### src/sv/lsss_pkg.sv
// ----------------------------------------------------------------------------
// lsss_pkg: shared definitions for the list store search statistics unit
// Store depth, derived widths, field widths and command codes.
// ----------------------------------------------------------------------------
package lsss_pkg;

   // Number of entries the store can hold.
   localparam int DEPTH   = 64;
   localparam int ADDR_W  = $clog2(DEPTH);
   localparam int DATA_W  = 32;

   // Fixed widths of the result fields.
   localparam int POS_W   = 6;
   localparam int CNT_W   = 7;
   localparam int CMD_W   = 2;

   localparam logic [CMD_W-1:0] CMD_INSERT = 2'd0;
   localparam logic [CMD_W-1:0] CMD_FIND   = 2'd1;
   localparam logic [CMD_W-1:0] CMD_CLEAR  = 2'd2;

   typedef logic signed [DATA_W-1:0] data_type;
   typedef logic [ADDR_W-1:0]        addr_type;
   typedef logic [ADDR_W:0]          count_type;

endpackage

### src/sv/lsss_ram.sv
// ----------------------------------------------------------------------------
// lsss_ram: simple dual-port RAM
// One write port and one read port with registered read data.
// ----------------------------------------------------------------------------
module lsss_ram #(
   parameter int DEPTH_P = 64,
   parameter int WIDTH_P = 32
) (
   input  logic                       clock,
   input  logic                       wr_en,
   input  logic [$clog2(DEPTH_P)-1:0] wr_addr,
   input  logic [WIDTH_P-1:0]         wr_data,
   input  logic                       rd_en,
   input  logic [$clog2(DEPTH_P)-1:0] rd_addr,
   output logic [WIDTH_P-1:0]         rd_data
);

   logic [WIDTH_P-1:0] mem_ff [DEPTH_P];
   logic [WIDTH_P-1:0] rd_data_ff;

   always_ff @(posedge clock) begin
      if (wr_en) begin
         mem_ff[wr_addr] <= wr_data;
      end
      if (rd_en) begin
         rd_data_ff <= mem_ff[rd_addr];
      end
   end

   assign rd_data = rd_data_ff;

endmodule

### src/sv/list_store_search_stats_unit.sv
// Insert, clear and unused commands go straight to S_DONE, which registers the result beat.
// A find reads the held entries from position 0, one per cycle, until a match or the last entry.
// That rate is set by the single read port of the entry RAM and the shared equality compare.
// One command in flight: req_tready is high only in S_IDLE, so a beat waits for the last result.
// Reset is synchronous and active high; it empties the store and zeroes every statistic.
// The entry RAM is not cleared: only positions below the entry count are ever read.
// ----------------------------------------------------------------------------
// list_store_search_stats_unit: bounded front-insert store with linear search
// Keeps up to DEPTH signed values, newest at position 0, and reports the
// count, wrapping sum and frontmost extremes with every result beat.
// ----------------------------------------------------------------------------
module list_store_search_stats_unit
   import lsss_pkg::*;
(
   input  logic               clock,
   input  logic               reset,
   // Command channel.
   input  logic               req_tvalid,
   output logic               req_tready,
   input  logic [31:0]        req_tdata,   // [31:0] value
   input  logic [1:0]         req_tuser,   // [1:0] command
   // Result channel.
   output logic               rsp_tvalid,
   input  logic               rsp_tready,
   // [0] found, [6:1] found_position, [13:7] entry_count, [45:14] total,
   // [77:46] max_value, [83:78] max_position, [115:84] min_value,
   // [121:116] min_position, [122] empty_flag, [123] insert_refused,
   // [127:124] zero
   output logic [127:0]       rsp_tdata
);

   // Sequencer states.
   localparam logic [1:0] S_IDLE   = 2'd0;
   localparam logic [1:0] S_SEARCH = 2'd1;
   localparam logic [1:0] S_DONE   = 2'd2;

   // The store is kept as a ring in the RAM. Logical position i lives at
   // physical address head + i (modulo DEPTH), so an insert only has to move
   // the head back by one and write a single word; nothing is shifted.
   logic [1:0] state_ff,     state_in;
   addr_type   head_ff,      head_in;
   count_type  count_ff,     count_in;
   data_type   sum_ff,       sum_in;
   data_type   max_ff,       max_in;
   addr_type   max_pos_ff,   max_pos_in;
   data_type   min_ff,       min_in;
   addr_type   min_pos_ff,   min_pos_in;

   // Per-command working registers.
   data_type   key_ff,       key_in;
   logic       found_ff,     found_in;
   addr_type   found_pos_ff, found_pos_in;
   logic       refused_ff,   refused_in;

   // Search walk: issue_idx is the next position to read, rd_valid and
   // rd_pos describe the word that the RAM presents in this cycle.
   count_type  issue_idx_ff, issue_idx_in;
   logic       rd_valid_ff,  rd_valid_in;
   addr_type   rd_pos_ff,    rd_pos_in;

   logic         rsp_tvalid_ff, rsp_tvalid_in;
   logic [127:0] rsp_tdata_ff,  rsp_tdata_in;

   logic         accept;
   logic         ram_wr_en;
   addr_type     ram_wr_addr;
   logic         ram_rd_en;
   addr_type     ram_rd_addr;
   logic [DATA_W-1:0] ram_rd_data;
   logic [ADDR_W:0]   rd_addr_raw;
   data_type     req_value;
   logic         hit;
   addr_type     head_dec;

   assign req_value  = data_type'(req_tdata);
   assign req_tready = (state_ff == S_IDLE);
   assign accept     = req_tvalid && req_tready;
   assign head_dec   = (head_ff == '0) ? addr_type'(DEPTH - 1) : head_ff - 1'b1;

   // Physical read address for the position being issued, with ring wrap.
   assign rd_addr_raw = {1'b0, head_ff} + (ADDR_W+1)'(issue_idx_ff);
   assign ram_rd_addr = (rd_addr_raw >= (ADDR_W+1)'(DEPTH)) ?
                        addr_type'(rd_addr_raw - (ADDR_W+1)'(DEPTH)) :
                        addr_type'(rd_addr_raw);

   // The shared compare unit: one stored entry against the search key.
   assign hit = rd_valid_ff && (data_type'(ram_rd_data) == key_ff);

   always_comb begin
      state_in      = state_ff;
      head_in       = head_ff;
      count_in      = count_ff;
      sum_in        = sum_ff;
      max_in        = max_ff;
      max_pos_in    = max_pos_ff;
      min_in        = min_ff;
      min_pos_in    = min_pos_ff;
      key_in        = key_ff;
      found_in      = found_ff;
      found_pos_in  = found_pos_ff;
      refused_in    = refused_ff;
      issue_idx_in  = issue_idx_ff;
      rd_valid_in   = 1'b0;
      rd_pos_in     = rd_pos_ff;
      rsp_tvalid_in = rsp_tvalid_ff && !rsp_tready;
      rsp_tdata_in  = rsp_tdata_ff;
      ram_wr_en     = 1'b0;
      ram_wr_addr   = head_dec;
      ram_rd_en     = 1'b0;

      case (state_ff)
         S_IDLE: begin
            if (accept) begin
               key_in       = req_value;
               found_in     = 1'b0;
               found_pos_in = '0;
               refused_in   = 1'b0;
               issue_idx_in = '0;
               state_in     = S_DONE;
               case (req_tuser)
                  CMD_INSERT: begin
                     if (count_ff >= count_type'(DEPTH)) begin
                        refused_in = 1'b1;
                     end else begin
                        // New value goes in front of the current head.
                        ram_wr_en = 1'b1;
                        head_in   = head_dec;
                        count_in  = count_ff + 1'b1;
                        sum_in    = sum_ff + req_value;
                        if (count_ff == '0) begin
                           max_in     = req_value;
                           max_pos_in = '0;
                           min_in     = req_value;
                           min_pos_in = '0;
                        end else begin
                           // Ties go to the front, so an equal value takes position 0.
                           if (req_value >= max_ff) begin
                              max_in     = req_value;
                              max_pos_in = '0;
                           end else begin
                              max_pos_in = max_pos_ff + 1'b1;
                           end
                           if (req_value <= min_ff) begin
                              min_in     = req_value;
                              min_pos_in = '0;
                           end else begin
                              min_pos_in = min_pos_ff + 1'b1;
                           end
                        end
                     end
                  end
                  CMD_FIND: begin
                     state_in = S_SEARCH;
                  end
                  CMD_CLEAR: begin
                     count_in   = '0;
                     sum_in     = '0;
                     max_in     = '0;
                     max_pos_in = '0;
                     min_in     = '0;
                     min_pos_in = '0;
                  end
                  default: begin
                     // Unused command code: the result simply reports the state.
                  end
               endcase
            end
         end
         S_SEARCH: begin
            if (hit) begin
               found_in     = 1'b1;
               found_pos_in = rd_pos_ff;
               state_in     = S_DONE;
            end else if (issue_idx_ff == count_ff && !rd_valid_ff) begin
               state_in = S_DONE;
            end else if (issue_idx_ff < count_ff) begin
               ram_rd_en    = 1'b1;
               rd_valid_in  = 1'b1;
               rd_pos_in    = addr_type'(issue_idx_ff);
               issue_idx_in = issue_idx_ff + 1'b1;
            end
         end
         S_DONE: begin
            // Load the output register once the previous beat has gone.
            if (!rsp_tvalid_ff || rsp_tready) begin
               rsp_tvalid_in = 1'b1;
               rsp_tdata_in  = {4'b0,
                                refused_ff,
                                (count_ff == '0),
                                POS_W'(min_pos_ff),
                                min_ff,
                                POS_W'(max_pos_ff),
                                max_ff,
                                sum_ff,
                                CNT_W'(count_ff),
                                POS_W'(found_pos_ff),
                                found_ff};
               state_in      = S_IDLE;
            end
         end
         default: begin
            state_in = S_IDLE;
         end
      endcase
   end

   always_ff @(posedge clock) begin
      if (reset) begin
         state_ff      <= S_IDLE;
         head_ff       <= '0;
         count_ff      <= '0;
         sum_ff        <= '0;
         max_ff        <= '0;
         max_pos_ff    <= '0;
         min_ff        <= '0;
         min_pos_ff    <= '0;
         rd_valid_ff   <= 1'b0;
         rsp_tvalid_ff <= 1'b0;
      end else begin
         state_ff      <= state_in;
         head_ff       <= head_in;
         count_ff      <= count_in;
         sum_ff        <= sum_in;
         max_ff        <= max_in;
         max_pos_ff    <= max_pos_in;
         min_ff        <= min_in;
         min_pos_ff    <= min_pos_in;
         rd_valid_ff   <= rd_valid_in;
         rsp_tvalid_ff <= rsp_tvalid_in;
      end
      key_ff       <= key_in;
      found_ff     <= found_in;
      found_pos_ff <= found_pos_in;
      refused_ff   <= refused_in;
      issue_idx_ff <= issue_idx_in;
      rd_pos_ff    <= rd_pos_in;
      rsp_tdata_ff <= rsp_tdata_in;
   end

   lsss_ram #(
      .DEPTH_P (DEPTH),
      .WIDTH_P (DATA_W)
   ) u_ram (
      .clock   (clock),
      .wr_en   (ram_wr_en),
      .wr_addr (ram_wr_addr),
      .wr_data (req_tdata),
      .rd_en   (ram_rd_en),
      .rd_addr (ram_rd_addr),
      .rd_data (ram_rd_data)
   );

   assign rsp_tvalid = rsp_tvalid_ff;
   assign rsp_tdata  = rsp_tdata_ff;

   // The store never holds more than DEPTH entries.
   assert property (@(posedge clock) disable iff (reset)
      count_ff <= count_type'(DEPTH))
      else $error("entry count above store depth");

   // An empty store carries no statistics.
   assert property (@(posedge clock) disable iff (reset)
      (count_ff == '0) |-> (sum_ff == '0 && max_ff == '0 && min_ff == '0 &&
                            max_pos_ff == '0 && min_pos_ff == '0))
      else $error("statistics left over in an empty store");

   // Extreme positions always point inside the held entries.
   assert property (@(posedge clock) disable iff (reset)
      (count_ff != '0) |-> ((count_type'(max_pos_ff) < count_ff) &&
                            (count_type'(min_pos_ff) < count_ff)))
      else $error("extreme position beyond entry count");

   // The search never issues past the held entries.
   assert property (@(posedge clock) disable iff (reset)
      (state_ff == S_SEARCH) |-> (issue_idx_ff <= count_ff))
      else $error("search walked past the held entries");

   // A reported match lies inside the held entries.
   assert property (@(posedge clock) disable iff (reset)
      (rsp_tvalid_ff && rsp_tdata_ff[0]) |->
         (rsp_tdata_ff[6:1] < rsp_tdata_ff[13:7]))
      else $error("match position beyond entry count");

endmodule

### config.mk
export PLATFORM = sky130hd
export DESIGN_NAME = list_store_search_stats_unit
export DESIGN_NICKNAME = d
export VERILOG_FILES = /design/src/sv/lsss_pkg.sv /design/src/sv/lsss_ram.sv /design/src/sv/list_store_search_stats_unit.sv
export SDC_FILE = /design/constraint.sdc
export NUM_CORES = 2
export LEC_CHECK = 0
export BUFFER_PORTS_ARGS = -buffer_cell sky130_fd_sc_hd__clkbuf_2
export CAP_MARGIN = 20
export CORE_MARGIN = 1.5
export CORE_UTILIZATION = 35
export CTS_CLUSTER_SIZE = 14
export DETAILED_ROUTE_END_ITERATION = 10
export GPL_TIMING_DRIVEN = 0
export PLACE_DENSITY = 0.54
export SETUP_SLACK_MARGIN = 0.1
export SYNTH_ARGS = -nofsm -noshare
export SYNTH_HDL_FRONTEND = slang
export SYNTH_HIERARCHICAL = 1
export SYNTH_SLANG_ARGS = --single-unit
### constraint.sdc
create_clock -name clock -period 9.7 [get_ports clock]
set_input_delay 1.455 -clock clock [delete_from_list [all_inputs] [get_ports clock]]
set_output_delay 1.455 -clock clock [all_outputs]
set_load 0.01 [all_outputs]
---- Yosys cells after proc, flatten, opt, wreduce, memory -nomap -nowiden ----
Memories as Yosys holds them, arrays and structs flattened. A register that Yosys moved wholly into a read port is not among the register bits.
Cells that the tools add are included.
operators by class
  $add $sub $neg .......................... 8
  magnitude comparators ................... 5
  equality and inequality tests ........... 16
  muxes and demuxes ....................... 52
  bitwise gates (word level) .............. 3
  reduce and logical (&&, ||, !) cells .... 24
operator list
  kind                   number
  $mux W32               7
  $pmux W32 S2           3
  $mux W6                10
  $pmux W6 S2            3
  $mux W7                5
  $add A32 B32 Y32       1
  $eq A32 B32 Y1         1
  $ge A32 B32 Y1         1
  $le A32 B32 Y1         1
  $pmux W7 S2            2
  $mux W1                15
  $reduce_and A5 Y1      3
  $add A7 B1 Y7 const B  2
  $ge A7 B7 Y1 const B   2
  $add A6 B1 Y6 const B  2
  $ne A2 B2 Y1 const B   6
  $reduce_and A4 Y1      3
  $sub A6 B1 Y6 const B  2
  $mux W2                5
  $ne A3 B3 Y1 const B   3
  $add A6 B7 Y7          1
  $eq A7 B7 Y1           1
  $logic_not A7 Y1       1
  $lt A7 B7 Y1           1
  14 further kinds       27
storage, ports and cells
  bits in registers ....................... 302
  bits in writable memories ............... 2048
  input port bits ......................... 38
  output and inout port bits .............. 130
  logic and storage cells ................. 126
  memories ................................ 1
memories
  name          words  width  read ports  clocked after memory_dff  write ports  line            source
  u_ram.mem_ff  64     32     1           1                         1            lsss_ram.sv:18  logic [WIDTH_P-1:0] mem_ff [DEPTH_P];

---- Depth between registers and ports, before layout ----
  word-level depth ........................ 7
  gate-level depth with buffers ........... 14
  mapped depth without buffers ............ 12

---- By module ----
Netlist, hierarchy kept.
by module, submodules not included
  module                        instances  cells each  area each (um^2)  sequential area each (um^2)
  lsss_ram                      1          3511        79359.9           62459.9
  list_store_search_stats_unit  1          1306        14610.3           7817.5

---- Worst setup path after synthesis ----
Ideal clock, no wire load.
  kind .................................... input port to flip-flop
  start point ............................. input port rsp_tready
  end point ............................... register rsp_tdata_ff[0] (netlist: rsp_tdata[0]), enable pin
  setup time .............................. 0.623 ns
  arrival time ............................ 7.056 ns
  required time ........................... 9.077 ns
  slack ................................... 2.021 ns
  stages .................................. 2
  path buffers ............................ 0
  cell sequence ........................... nand2b_1 nor2b_1
between the ends
  cells in the longest elaborated chain, start to end .. 2
ends and longest elaborated chain
  item                         line                                 source
  start: declaration           list_store_search_stats_unit.sv:24   input logic rsp_tready,
  $logic_or A1 B1 Y1           list_store_search_stats_unit.sv:185  if (!rsp_tvalid_ff || rsp_tready) begin
  $reduce_and A2 Y1 (no line)  n/a
  end signal: assignment       list_store_search_stats_unit.sv:237  rsp_tdata_ff <= rsp_tdata_in;
  end: declaration             list_store_search_stats_unit.sv:62   logic [127:0] rsp_tdata_ff, rsp_tdata_in;
No other way between the ends.
A chain may end at the register's enable or synchronous reset.

---- Final worst setup path ----
  start point ............................. register issue_idx_ff[0]
  end point ............................... register u_ram.rd_data_ff[6] (netlist: u_ram/rd_data[6]), read port of u_ram.mem_ff (data pin)
between the ends
  elaborated cells on any way between the ends .. 11
  those cells by class .................... add/sub: 2; order compare: 2; eq/ne: 1; mux: 5; reduce/logical: 1
RTL lines
  item                                                  line                                                                    source
  start: declaration                                    list_store_search_stats_unit.sv:57                                      count_type issue_idx_ff, issue_idx_in;
  start signal: assignment                              list_store_search_stats_unit.sv:235                                     issue_idx_ff <= issue_idx_in;
  $add A6 B7 Y7 *                                       list_store_search_stats_unit.sv:81                                      assign rd_addr_raw = {1'b0, head_ff} + (ADDR_W+1)'(issue_idx_ff);
  $sub A6 B1 Y6 / $ge A7 B7 Y1 (equally long branches)  list_store_search_stats_unit.sv:83, list_store_search_stats_unit.sv:82
  $mux W6 *                                             list_store_search_stats_unit.sv:82                                      assign ram_rd_addr = (rd_addr_raw >= (ADDR_W+1)'(DEPTH)) ?
  named net ram_rd_addr[2]                              list_store_search_stats_unit.sv:68                                      addr_type ram_rd_addr;
  end: declaration                                      lsss_ram.sv:19                                                          logic [WIDTH_P-1:0] rd_data_ff;
Mark *: on every way through the listed nets, which the timed path passes. The rest lies on a longest branch.

==> results.txt <==
----------------------------------------------------
[Outcome]
  Outcome ... completed

[Clock network]
  Total clock buffers created by CTS ... 237
  Clock root buffer ... clkbuf_16
  CTS tree ... done
  Clock slew at reported path FFs ... 0.06 ns
  H-tree depth ... 4
  Hold-fix buffers, CTS ... 0
  Post-CTS Resized ... 0
  Number of buffers on the longest clock path ... 3
  Clock latency of the later-clocked register in the worst-skew pair ... 0.89 ns
  Clock sink count ... 2382
  Post-CTS setup buffer count ... 0

[Timing]
  Final number of max-transition violations ... 0
  Period utilization ... 0.599
  Peak clock frequency supported by timing ... 172 MHz
  Fin. Hold Viols ... 0
  Max-slew headroom ... 0.126
  Transition time at the pin with the least slew margin ... 1.31 ns
  Number of endpoints failing setup at the final stage ... 0
  Unrepaired setup endpoints after global routing ... false
  Largest clock skew in the final design ... 0.0641 ns
  Worst Slack Setup Final ... 3.89 ns
  Period minus WS final ... 5.81 ns

[Synth]
  Fraction of post-synthesis cell area in the top cell type by area ... 0.721
  Largest area contributor in the synthesized netlist ... edfxtp_1
  Number of standard cells after synthesis ... 4817
  Sequential area share after synthesis ... 0.748
  Ys flop type ... edfxtp_1
  Area contributors post-synth ... edfxtp_1 72%, mux4_2 11%, dfxtp_1 2.7%, mux2i_1 2.4%, ha_1 1.5%
  Ys async rst share ... 0
  Flop and latch count out of synthesis ... 2382
  Library cell with the highest instance count after synthesis ... edfxtp_1
  Most frequent cells after synthesis ... 2257 x edfxtp_1, 446 x mux4_2, 223 x mux2i_1
  Mean instance size in the synthesized netlist ... 19.5 um^2
  Synth Cell Area ... 0.0940 mm^2
  Warnings from Yosys ... 6
  Number of unique standard cell types used by synthesis ... 79
  Number of flops mapped to enable cells by yosys ... 2257

[Global route]
  Number of global-route vias before repair ... 50400
  Global route total overflow ... 0
  Number of antenna violations at the first check in global routing ... 23
  Global-route wire length before repair ... 408 mm
  Maximum number of pins on one net before global-route repair ... 71
  Global Route Usage Sum ... 0.216

[Final layout]
  Final instance area ... 0.110 mm^2
  Utilization of the core after routing ... 0.411
  Total of fill cells in the finished design ... 23600
  Layout cell share with drive strength beyond 1 ... 0.234
  Nets@finish ... 5492
  Synth-to-layout area growth ... 17.0%

[Critical path]
  Delay contributed by the slowest stage of the critical path ... 0.96 ns
  Cell repeated most along the worst path ... buf_4
  Length in cells of the worst reg-to-reg path ... 12
  Max Fanout on Critical Path ... 10
  Worst R2R Setup Slack ... 3.89 ns
  Data arrival time of the critical path ... 6.50 ns
  Kind of cell adding the most delay to the critical path ... buffers and inverters
  Nature of the critical path endpoint ... flop
  CP Cell Sequence ... ha_1, inv_1, fa_1, xnor2_2, buf_8, buf_4, buf_4, buf_2, clkbuf_1, a211oi_1, o21ai_0, and3_1
  End of the worst register-to-register path ... u_ram/rd_data[6]$_DFFE_PP_
  Critical path depth in cells ... 12
  Worst Setup SP ... issue_idx_ff[0]$_SDFFCE_PN0P_
  Startpoint of the most critical register-to-register path ... issue_idx_ff[0]$_SDFFCE_PN0P_
  Type of element launching the critical path ... flop
  Category of the critical setup timing path ... reg2reg
  End of the critical path ... u_ram/rd_data[6]$_DFFE_PP_
  Number of buffer and inverter stages on the critical path ... 6
  Required time of the critical path ... 10.39 ns
  Cell with the largest stage delay on the worst path ... o21ai_0

[Die]
  Starting density of the core ... 0.351
  Number of top-level pins ... 168
  Count of standard-cell rows ... 190
  Height of the die ... 521 um
  Die Area ... 0.272 mm^2
  Area inside the core boundary ... 0.267 mm^2
  Die width ... 521 um

[Pwr]
  Sw power ... 0.00611 W
  Pwr per Cell Area ... 214 mW/mm^2
  Total power after layout ... 0.0235 W
  Clock share of power ... 0.382
  Logic pwr share ... 0.134
  Power Internal ... 0.0174 W
  Net Sw Frac ... 0.259
  Share of total power in sequential cells ... 0.484
  Leak pwr ... 35.1 nW
  Largest vdd supply drop ... 167 uV

[Placed design]
  HPWL after detailed placement ... 201 mm
  Port Buf Inserts ... 162
  Final Wtd Congestion ... 0.866
  Pre-CTS setup slack ... 3.39 ns
  Placed Instance Area ... 0.102 mm^2

[Routing]
  Routed via count divided by cell count ... 5.71
  Number of nets still failing antenna checks after routing ... 0
  DRC violation count after routing ... 0
  Drt pass-1 iters ... 6
  Total via count in the routed design ... 52000
  Per-cell routed wire length ... 32.7 um
  Starting DRC count in detailed routing ... 6347
  Total routed wirelength ... 297 mm

[Flow run]
  Max-cap violations ... 0

[Worst hold path]
  Min-Delay Startpoint ... found_pos_ff[5]$_SDFFCE_PN0P_
  Classification of the worst-slack hold path ... reg2reg

----------------------------------------------------
==> metrics by stage <==
| stage | hold slack [ns] | cells | TNS, ns |
|---|---|---|---|
| 2_1_floorplan | 0.400 | 4820 | 0 |
| 3_3_place_gp | 0.410 | 8534 | -68.43 |
| 3_5_place_dp | 0.408 | 8648 | 0 |
| 4_1_cts | 0.423 | 9089 | 0 |
| 5_1_grt | 0.429 | 9092 | 0 |
| 6_report | 0.419 | 9102 | 0 |
==> sequential cells by signal (all words and copies together), names as in the netlist <==
register       cells
min_pos_ff         6
refused_ff         1
rd_pos_ff          6
u_ram/rd_data     32
count_ff           7
found_ff           1
rd_valid_ff        1
key_ff            32
max_pos_ff         6
rsp_tdata        124
head_ff            6
found_pos_ff       6
issue_idx_ff       7
min_ff            32
max_ff            32
rsp_tvalid         1
sum_ff            32
u_ram/mem_ff    2048
state_ff           2
==> cells by family after synthesis <==
kind of cell	after synthesis	synth area share
other	1	0.0000399
and+or+nand+nor	621	0.0346
muxes	671	0.131
AOI/OAI and AO/OA	606	0.0442
buffers and inverters	346	0.0199
adders and majority gates	116	0.0156
DFF	2382	0.748
xor gates and xnor gates	74	0.00690
==> cells in the final DEF (no fill, tap or decap), types with 21 or more instances in the layout <==
cell / instances
edfxtp_1: 2257
mux4_2: 446
clkbuf_16: 240
mux2i_1: 223
clkbuf_1: 155
a22oi_1: 144
clkbuf_2: 132
dfxtp_1: 125
a21oi_1: 119
ha_1: 114
nand3_1: 103
nor2_1: 99
inv_1: 92
nand2b_1: 86
nand2_1: 79
buf_12: 76
o21ai_0: 69
nor2_4: 64
buf_2: 57
clkinv_1: 51
clkinv_2: 50
o22ai_1: 46
xnor2_1: 45
nand3b_1: 39
buf_4: 34
buf_6: 33
clkbuf_4: 33
a21o_1: 32
buf_16: 30
nand4_1: 29
a211oi_1: 29
nor2b_1: 26
xor2_1: 25
a31oi_1: 24
o211ai_1: 21
==> worst register-to-register path, delay by kind of cell, from the launching register on <==
kind	cells	cell delay, ns
AND/OR/NAND/NOR	1	0.48
buffers and inverters	6	2.29
flip-flops	1	0.49
XOR/XNOR	1	0.49
AO/OA/AOI/OAI	2	1.22
adder cells (fa/ha/maj)	2	0.64
==> worst min path at each step <==
stage / endpoint / slack (ns) / cells after the start
after detailed placement: rsp_tdata[1]$_DFFE_PP_ / 0.41 / 0
after global placement: rsp_tdata[0]$_DFFE_PP_ / 0.41 / 0
after CTS: rsp_tdata[1]$_DFFE_PP_ / 0.42 / 0
final: rsp_tdata[6]$_DFFE_PP_ / 0.42 / 0
after floorplan: rsp_tdata[0]$_DFFE_PP_ / 0.40 / 0
after global routing: rsp_tdata[4]$_DFFE_PP_ / 0.43 / 0
==> layout make-up <==
class	count	area [um^2]	share of cell area
clock inverter	151	1360	0.0124
sequential	2382	70300	0.639
inverter	94	353	0.00321
buffer	252	1520	0.0138
tap	3552	4440	0.0404
multi-input combinational	2092	22400	0.203
clock buffer	290	6230	0.0567
timing repair buffer	279	3360	0.0306
antenna	10	25.0	0.000228
==> metal layers <==
metal / track usage / vias up / wire length, um
met2: 0.340 / 2674 / 138000
met1: 0.298 / 28000 / 121000
met3: 0.0419 / 524 / 26900
met5: 0 / - / 24
li1: - / 20800 / -
met4: 0.0799 / 4 / 11400
==> power by group through the flow <==
stage | Sequential, W | Combinational (W) | Clock, W
floorplan | 0.0116 | 0.00161 | 0
global placement | 0.0117 | 0.00296 | 0
detailed placement | 0.0116 | 0.00309 | 0
CTS | 0.0114 | 0.00310 | 0.00915
global route | 0.0114 | 0.00324 | 0.00952
finish | 0.0114 | 0.00315 | 0.00899
(Power assumes the default switching activity.)
